File: src/rtl/gad_pkg.sv
`timescale 1ns / 1ps
// ----------------------------------------------------------------------------
// gad_pkg
// Shared types and constants for the gamepad action detector.
// ----------------------------------------------------------------------------
package gad_pkg;

    // Full-scale squared stick travel; thresholds at or above it disable sticks.
    localparam logic [32:0] STICK_FULL_SCALE_SQ = 33'd1073676289;

    // Reset values of the configuration registers.
    localparam logic [32:0] STICK_THR_RESET = 33'd107321;
    localparam logic [7:0]  TRIG_THR_RESET  = 8'd2;

    // Register select codes, taken from the doubleword address bit.
    localparam logic REG_STICK_THR = 1'b0;
    localparam logic REG_TRIG_THR  = 1'b1;

    // One polled controller sample.
    typedef struct packed {
        logic               read_ok;
        logic [31:0]        packet_number;
        logic signed [15:0] left_x;
        logic signed [15:0] left_y;
        logic signed [15:0] right_x;
        logic signed [15:0] right_y;
        logic [7:0]         left_trigger;
        logic [7:0]         right_trigger;
        logic [15:0]        buttons;
    } sample_t;

    // Stored reference sample.
    typedef struct packed {
        logic signed [15:0] left_x;
        logic signed [15:0] left_y;
        logic signed [15:0] right_x;
        logic signed [15:0] right_y;
        logic [7:0]         left_trigger;
        logic [7:0]         right_trigger;
        logic [15:0]        buttons;
    } reference_t;

    // Thresholds from the configuration port.
    typedef struct packed {
        logic [32:0] stick_thr_sq;
        logic [7:0]  trigger_thr;
    } cfg_t;

    // Outcome of comparing one sample with the reference.
    typedef struct packed {
        logic processed;
        logic action;
        logic update;
    } decision_t;

endpackage

File: src/rtl/gamepad_action_detector_unit.sv
`timescale 1ns / 1ps
// ----------------------------------------------------------------------------
// gamepad_action_detector_unit
// Detects player actions in a stream of polled controller samples.
//
//  Channel  | Direction | Contents
//  ---------+-----------+----------------------------------------------------
//  s_axis   | in        | one controller sample per item
//  m_axis   | out       | action flag, reference flag and running action count
//  apb      | in/out    | stick and trigger thresholds (0x0, 0x8)
//
// Each item passes through the input register and then the result register;
// one item is taken every cycle while the result channel is not stalled.
// The rate is set by the reference update loop: compare and update of the
// reference finish in the same cycle as an item leaves the input register.
// A stalled result holds while the input register can still take one item.
// Reset (synchronous, active low) clears the reference, packet and count.
// ----------------------------------------------------------------------------
module gamepad_action_detector_unit (
    input  logic         aclk,
    input  logic         aresetn,
    // Sample channel.
    input  logic         s_tvalid,
    output logic         s_tready,
    // tdata: packet_number, left_x, left_y, right_x, right_y,
    //        left_trigger, right_trigger, buttons
    input  logic [127:0] s_tdata,
    // tuser: read_ok
    input  logic [0:0]   s_tuser,
    // Result channel.
    output logic         m_tvalid,
    input  logic         m_tready,
    // tdata: action_total
    output logic [31:0]  m_tdata,
    // tuser: action, reference_updated
    output logic [1:0]   m_tuser,
    // Configuration port.
    input  logic         psel,
    input  logic         penable,
    input  logic         pwrite,
    input  logic [3:0]   paddr,
    input  logic [63:0]  pwdata,
    output logic [63:0]  prdata,
    output logic         pready
);

    gad_pkg::cfg_t       cfg;
    gad_pkg::sample_t    in_reg;
    logic                in_valid_reg;
    gad_pkg::reference_t ref_reg;
    logic [31:0]         seen_packet_reg;
    logic [31:0]         count_reg;
    logic [31:0]         count_next;
    gad_pkg::decision_t  decision;
    logic                out_valid_reg;
    logic                act_reg;
    logic                upd_reg;
    logic                advance;
    logic                out_load;

    gad_cfg_regs u_cfg (
        .aclk    (aclk),
        .aresetn (aresetn),
        .psel    (psel),
        .penable (penable),
        .pwrite  (pwrite),
        .paddr   (paddr),
        .pwdata  (pwdata),
        .prdata  (prdata),
        .pready  (pready),
        .cfg     (cfg)
    );

    gad_detect u_detect (
        .sample      (in_reg),
        .ref_in      (ref_reg),
        .seen_packet (seen_packet_reg),
        .cfg         (cfg),
        .decision    (decision)
    );

    // Pipeline flow: the result register frees up when it is empty or taken.
    assign advance  = !out_valid_reg || m_tready;
    assign out_load = in_valid_reg && advance;
    assign s_tready = !in_valid_reg || advance;

    // Input register.
    always_ff @(posedge aclk) begin
        if (!aresetn) begin
            in_valid_reg <= 1'b0;
        end else if (s_tready) begin
            in_valid_reg <= s_tvalid;
        end
    end

    always_ff @(posedge aclk) begin
        if (s_tvalid && s_tready) begin
            in_reg.read_ok       <= s_tuser[0];
            in_reg.packet_number <= s_tdata[31:0];
            in_reg.left_x        <= s_tdata[47:32];
            in_reg.left_y        <= s_tdata[63:48];
            in_reg.right_x       <= s_tdata[79:64];
            in_reg.right_y       <= s_tdata[95:80];
            in_reg.left_trigger  <= s_tdata[103:96];
            in_reg.right_trigger <= s_tdata[111:104];
            in_reg.buttons       <= s_tdata[127:112];
        end
    end

    assign count_next = decision.action ? count_reg + 32'd1 : count_reg;

    // Reference, packet and count state advance as an item leaves the input.
    always_ff @(posedge aclk) begin
        if (!aresetn) begin
            ref_reg         <= '0;
            seen_packet_reg <= 32'd0;
            count_reg       <= 32'd0;
        end else if (out_load) begin
            count_reg <= count_next;
            if (decision.processed) begin
                seen_packet_reg <= in_reg.packet_number;
            end
            if (decision.update) begin
                ref_reg.left_x        <= in_reg.left_x;
                ref_reg.left_y        <= in_reg.left_y;
                ref_reg.right_x       <= in_reg.right_x;
                ref_reg.right_y       <= in_reg.right_y;
                ref_reg.left_trigger  <= in_reg.left_trigger;
                ref_reg.right_trigger <= in_reg.right_trigger;
                ref_reg.buttons       <= in_reg.buttons;
            end
        end
    end

    // Result register.
    always_ff @(posedge aclk) begin
        if (!aresetn) begin
            out_valid_reg <= 1'b0;
        end else if (advance) begin
            out_valid_reg <= in_valid_reg;
        end
    end

    always_ff @(posedge aclk) begin
        if (out_load) begin
            act_reg <= decision.action;
            upd_reg <= decision.update;
        end
    end

    assign m_tvalid = out_valid_reg;
    assign m_tdata  = count_reg;
    assign m_tuser  = {upd_reg, act_reg};

    // A counted action always bumps the running total by one.
    assert property (@(posedge aclk) disable iff (!aresetn)
        (out_load && decision.action) |=> (count_reg == $past(count_reg) + 32'd1))
        else $error("action total did not advance on an action");

    // An action always comes with a reference update.
    assert property (@(posedge aclk) disable iff (!aresetn)
        m_tvalid |-> (!m_tuser[0] || m_tuser[1]))
        else $error("action reported without reference update");

    // A skipped sample leaves the recorded packet number alone.
    assert property (@(posedge aclk) disable iff (!aresetn)
        (out_load && !decision.processed) |=> $stable(seen_packet_reg))
        else $error("packet number changed on a skipped sample");

    // A waiting result shows the current count.
    assert property (@(posedge aclk) disable iff (!aresetn)
        (m_tvalid && !m_tready) |=> $stable(count_reg))
        else $error("action count changed under a stalled result");

endmodule

File: src/rtl/gad_cfg_regs.sv
`timescale 1ns / 1ps
// ----------------------------------------------------------------------------
// gad_cfg_regs
// APB-style register file holding the stick and trigger thresholds.
// ----------------------------------------------------------------------------
module gad_cfg_regs (
    input  logic              aclk,
    input  logic              aresetn,
    input  logic              psel,
    input  logic              penable,
    input  logic              pwrite,
    input  logic [3:0]        paddr,
    input  logic [63:0]       pwdata,
    output logic [63:0]       prdata,
    output logic              pready,
    output gad_pkg::cfg_t     cfg
);

    logic [32:0] stick_thr_reg;
    logic [7:0]  trig_thr_reg;
    logic        wr_en;

    assign pready = 1'b1;
    assign wr_en  = psel && penable && pwrite;

    // Register writes; the doubleword address bit selects the register.
    always_ff @(posedge aclk) begin
        if (!aresetn) begin
            stick_thr_reg <= gad_pkg::STICK_THR_RESET;
            trig_thr_reg  <= gad_pkg::TRIG_THR_RESET;
        end else if (wr_en) begin
            if (paddr[3] == gad_pkg::REG_STICK_THR) begin
                stick_thr_reg <= pwdata[32:0];
            end else begin
                trig_thr_reg <= pwdata[7:0];
            end
        end
    end

    // Read mux.
    always_comb begin
        if (paddr[3] == gad_pkg::REG_STICK_THR) begin
            prdata = {31'd0, stick_thr_reg};
        end else begin
            prdata = {56'd0, trig_thr_reg};
        end
    end

    assign cfg.stick_thr_sq = stick_thr_reg;
    assign cfg.trigger_thr  = trig_thr_reg;

endmodule

File: src/rtl/gad_detect.sv
`timescale 1ns / 1ps
// ----------------------------------------------------------------------------
// gad_detect
// Compares one sample with the reference and decides change and action.
// ----------------------------------------------------------------------------
module gad_detect (
    input  gad_pkg::sample_t    sample,
    input  gad_pkg::reference_t ref_in,
    input  logic [31:0]         seen_packet,
    input  gad_pkg::cfg_t       cfg,
    output gad_pkg::decision_t  decision
);

    logic signed [16:0] dlx, dly, drx, dry;
    logic signed [33:0] sq_lx, sq_ly, sq_rx, sq_ry;
    logic [33:0]        dist_left, dist_right;
    logic               stick_enabled;
    logic               left_moved, right_moved;
    logic [7:0]         dlt, drt;
    logic               lt_moved, rt_moved;
    logic               analog, btn_change, btn_press;

    // Stick deltas and their squares; each square fits in 33 bits.
    assign dlx   = 17'(sample.left_x)  - 17'(ref_in.left_x);
    assign dly   = 17'(sample.left_y)  - 17'(ref_in.left_y);
    assign drx   = 17'(sample.right_x) - 17'(ref_in.right_x);
    assign dry   = 17'(sample.right_y) - 17'(ref_in.right_y);
    assign sq_lx = dlx * dlx;
    assign sq_ly = dly * dly;
    assign sq_rx = drx * drx;
    assign sq_ry = dry * dry;

    assign dist_left  = 34'(unsigned'(sq_lx[32:0])) + 34'(unsigned'(sq_ly[32:0]));
    assign dist_right = 34'(unsigned'(sq_rx[32:0])) + 34'(unsigned'(sq_ry[32:0]));

    // A threshold at or above full scale turns stick detection off.
    assign stick_enabled = cfg.stick_thr_sq < gad_pkg::STICK_FULL_SCALE_SQ;
    assign left_moved    = stick_enabled && (dist_left  > {1'b0, cfg.stick_thr_sq});
    assign right_moved   = stick_enabled && (dist_right > {1'b0, cfg.stick_thr_sq});

    // Absolute trigger movement.
    assign dlt = (sample.left_trigger >= ref_in.left_trigger) ?
                 sample.left_trigger - ref_in.left_trigger :
                 ref_in.left_trigger - sample.left_trigger;
    assign drt = (sample.right_trigger >= ref_in.right_trigger) ?
                 sample.right_trigger - ref_in.right_trigger :
                 ref_in.right_trigger - sample.right_trigger;
    assign lt_moved = dlt > cfg.trigger_thr;
    assign rt_moved = drt > cfg.trigger_thr;

    assign analog     = left_moved || right_moved || lt_moved || rt_moved;
    assign btn_change = sample.buttons != ref_in.buttons;
    assign btn_press  = (sample.buttons & ~ref_in.buttons) != 16'd0;

    // Only a good read with a fresh packet number is looked at.
    always_comb begin
        decision.processed = sample.read_ok && (sample.packet_number != seen_packet);
        decision.update    = decision.processed && (analog || btn_change);
        decision.action    = decision.processed && (analog || btn_press);
    end

endmodule

File: config.mk
export PLATFORM = sky130hd
export DESIGN_NAME = gamepad_action_detector_unit
export DESIGN_NICKNAME = d
export VERILOG_FILES = /design/src/rtl/gad_pkg.sv /design/src/rtl/gamepad_action_detector_unit.sv /design/src/rtl/gad_cfg_regs.sv /design/src/rtl/gad_detect.sv
export SDC_FILE = /design/constraint.sdc
export NUM_CORES = 2
export LEC_CHECK = 0
export BUFFER_PORTS_ARGS = -buffer_cell sky130_fd_sc_hd__buf_4
export CAP_MARGIN = 0
export CORE_ASPECT_RATIO = 1.75
export CORE_MARGIN = 8
export CORE_UTILIZATION = 45
export DETAILED_ROUTE_END_ITERATION = 7
export PLACE_DENSITY = 0.7
export SYNTH_ARGS = -nofsm -noshare
export SYNTH_HDL_FRONTEND = slang
export SYNTH_SLANG_ARGS = --single-unit
File: constraint.sdc
create_clock -name aclk -period 23.2 [get_ports aclk]
set_input_delay 0 -clock aclk [delete_from_list [all_inputs] [get_ports aclk]]
set_output_delay 0 -clock aclk [all_outputs]
set_load 0.05 [all_outputs]
==> out/qor.yml <==
synth:
  synth_area_leader_cell: "fa_1"
  synthArstFlopShare_pct: 0
  yosys_warnings: 0
  yosys-top-cells-area: "fa_1 36%, ha_1 12%, inv_1 9.7%, dfxtp_1 6.9%, edfxtp_1 6.7%"
  synth.most_common_cell: "inv_1"
  ys_seq_elements: 334
  yosysSeqAreaShare_pct: 13.53
  ys.flop_type: "dfxtp_1"
  synth_top_area_share_pct: 36.11
  syn-cell-area_um2: 59100
  syn-instance-count: 6487
  synth_enable_flop_cells: 131
  ys_top_cells_by_count: "1524 x inv_1, 1066 x fa_1, 622 x nor2_1"
  syn_avg_cell_area_um2: 9.111
  ys_types: 81
floorplan:
  core_area_um2: 130800
  initial_core_util_pct: 45.18
  rows: 176
  num_io_pins: 305
  die_h_um: 495.4
  die_x_um: 290.0
  die-area_um2: 143700
worst_hold_path:
  hold_class: "in2reg"
placement:
  dp_cells: 8308
  place_ws_ns: 7.241
  place.gp.congestion: 0.9563
  numPortBuffers: 238
  hpwl_mm: 131.2
finish:
  nets: 8686
  multiInputGateArea_um2: 44540
  final_core_util_pct: 50.24
  largest_reg_flops: 129
  layout-drive-gt1-share_pct: 5.985
  area_delta_synth_final_pct: 11.18
  fillers: 12050
  instances_no_fill: 8561
  seq_area_um2: 7998
timing:
  slew_headroom_pct: 18.47
  fin_skew_ns: 0.04747
  hold_viol: 0
  finalMaxSlewViolations: 0
  fin_crit_ns: 16.14
  setup_viol_count_final: 0
  tns_ns: 0
  finalCritPeriodShare_pct: 69.57
  rsz0062_at_grt: "no"
  max_slew.worst_pin.slew_ns: 1.223
  worst_slack_ns: 7.060
  max_freq_mhz: 61.96
global_route:
  grt_pass1_vias: 50090
  grt_pass1_wl_mm: 255.0
  grt_overflow: 0
  grt_start_max_net_pins: 96
  grtUsageTotal_pct: 22.24
  antenna_found_initial: 4
worst_setup_path:
  cp-end-kind: "flop"
  cp-start-kind: "flop"
  required_ns: 23.65
  crit_path_max_fanout: 49
  worst_ep_arrival_time_ns: 16.59
  crit_slowest_cell: "buf_4"
  cpPeakStageDelay_ns: 0.91
  critPathKind: "reg2reg"
job:
  drv_cap: 0
clock_network:
  ctsLongestPathBuffers: 3
  postCtsSetupBuffers: 0
  cts_tree: "built"
  cts_root_buf: "clkbuf_16"
  hold_buffers: 183
  cts_sinks: 334
  ctsResizeCount: 0
  clk-insertion-delay-late_ns: 0.61
  htreeDepth: 2
  cts.reportedPaths.clkPinSlew_ns: 0.06
  cts_made_buffers: 37
status:
  status: "completed"
routing:
  vias_per_cell: 5.308
  post_drt_wl_per_cell_um: 18.68
  ant_nets: 0
  drt-total-wl_mm: 159.9
  drc_errors: 0
  drt_first_pass_iters: 6
  vias: 45440
  drt-initial-drc-count: 2147
[critical path, delay by kind of cell, from the launching register on]
kind | cells | cell delay [ns]
xor gates and xnor gates | 3 | 1.13
AOI/OAI and AO/OA | 20 | 5.00
DFF | 1 | 0.36
muxes | 1 | 0.28
adders and majority gates | 11 | 4.50
and+or+nand+nor | 9 | 2.06
buffers and inverters | 9 | 2.54
[kinds of logic (layout without fill, tap and decap cells)]
family          Yosys count  after routing  share of synthesized area (%)
simple gates           1571           1571                          11.55
mux                     153            153                          2.612
flops                   334            334                          13.53
xor+xnor                295            295                          4.372
buf+inv                1739           2089                          11.34
fa+ha+maj              1643           1643                          48.32
other cells               2             35                        0.01271
compound gates          750            750                          8.250
[layer usage]
| metal | share of wire, % | global-route usage [%] | up-vias |
|---|---|---|---|
| met3 | 4.7 | 2.521 | 528 |
| met5 | 0.0081 | 0 | - |
| met1 | 35 | 22.95 | 22660 |
| met4 | 7.3 | 14.05 | 2 |
| li1 | - | - | 20800 |
| met2 | 53 | 42.45 | 1452 |
[through the flow]
step | hold WS, ns | area, µm²
final | 0.1041 | 65710
after CTS | 0.03924 | 65710
after global routing | 0.1013 | 65710
after global placement | 0.1782 | 62660
after floorplan | 0.09887 | 59220
after detailed placement | 0.1793 | 62660
[layout by cell type (no fill, tap or decap), types with 8 or more instances in the layout]
master,synthesis,layout
nor2b_1,35,35
nand2_1,556,556
inv_1,1524,1523
fa_1,1066,1066
or3_1,32,32
nor4_1,33,33
buf_4,34,291
o21a_1,42,42
xor2_1,113,113
nor2_1,622,621
dlygate4sd3_1,0,183
mux2i_1,143,143
a21boi_0,16,16
conb_1,2,32
or2_2,22,22
clkbuf_16,0,38
a31oi_1,18,18
nor3b_1,9,9
nor3_1,41,41
clkinv_1,19,26
edfxtp_1,131,131
nand4_1,42,42
dfxtp_1,203,203
nand2b_1,46,46
o21ai_0,130,130
ha_1,577,577
xnor2_1,182,180
and3_1,34,34
a211oi_1,37,37
a21oi_1,239,239
o41ai_1,8,8
nand3_1,57,57
or4_1,16,16
a21o_1,87,87
a211o_1,8,8
mux2_2,10,10
o31ai_1,19,18
o211ai_1,28,28
and2_1,10,9
o21bai_1,37,37
[area by class of cell]
class | count | area share (%)
multi-input cells | 4444 | 67.79
repair buffers | 474 | 6.112
inverters | 1548 | 8.850
diodes | 3 | 0.01142
clock buffers | 47 | 1.544
clock inverters | 20 | 0.3065
flip-flops and latches | 334 | 12.17
well taps | 1691 | 3.220
[final timing paths]
kind	slack, ns	depth (start not counted)	startpoint	to
max reg2reg	7.06	53	in_reg[80]	ref_reg[36]
max	7.06	53	in_reg[80]	ref_reg[36]
min reg2reg	0.46	2	u_cfg.stick_thr_reg[31]	u_cfg.stick_thr_reg[31]
min	0.10	5	paddr[3]	u_cfg.trig_thr_reg[3]
Power is not shown: default switching activity piles up to over one toggle a cycle in this logic, so the estimate is an artifact.
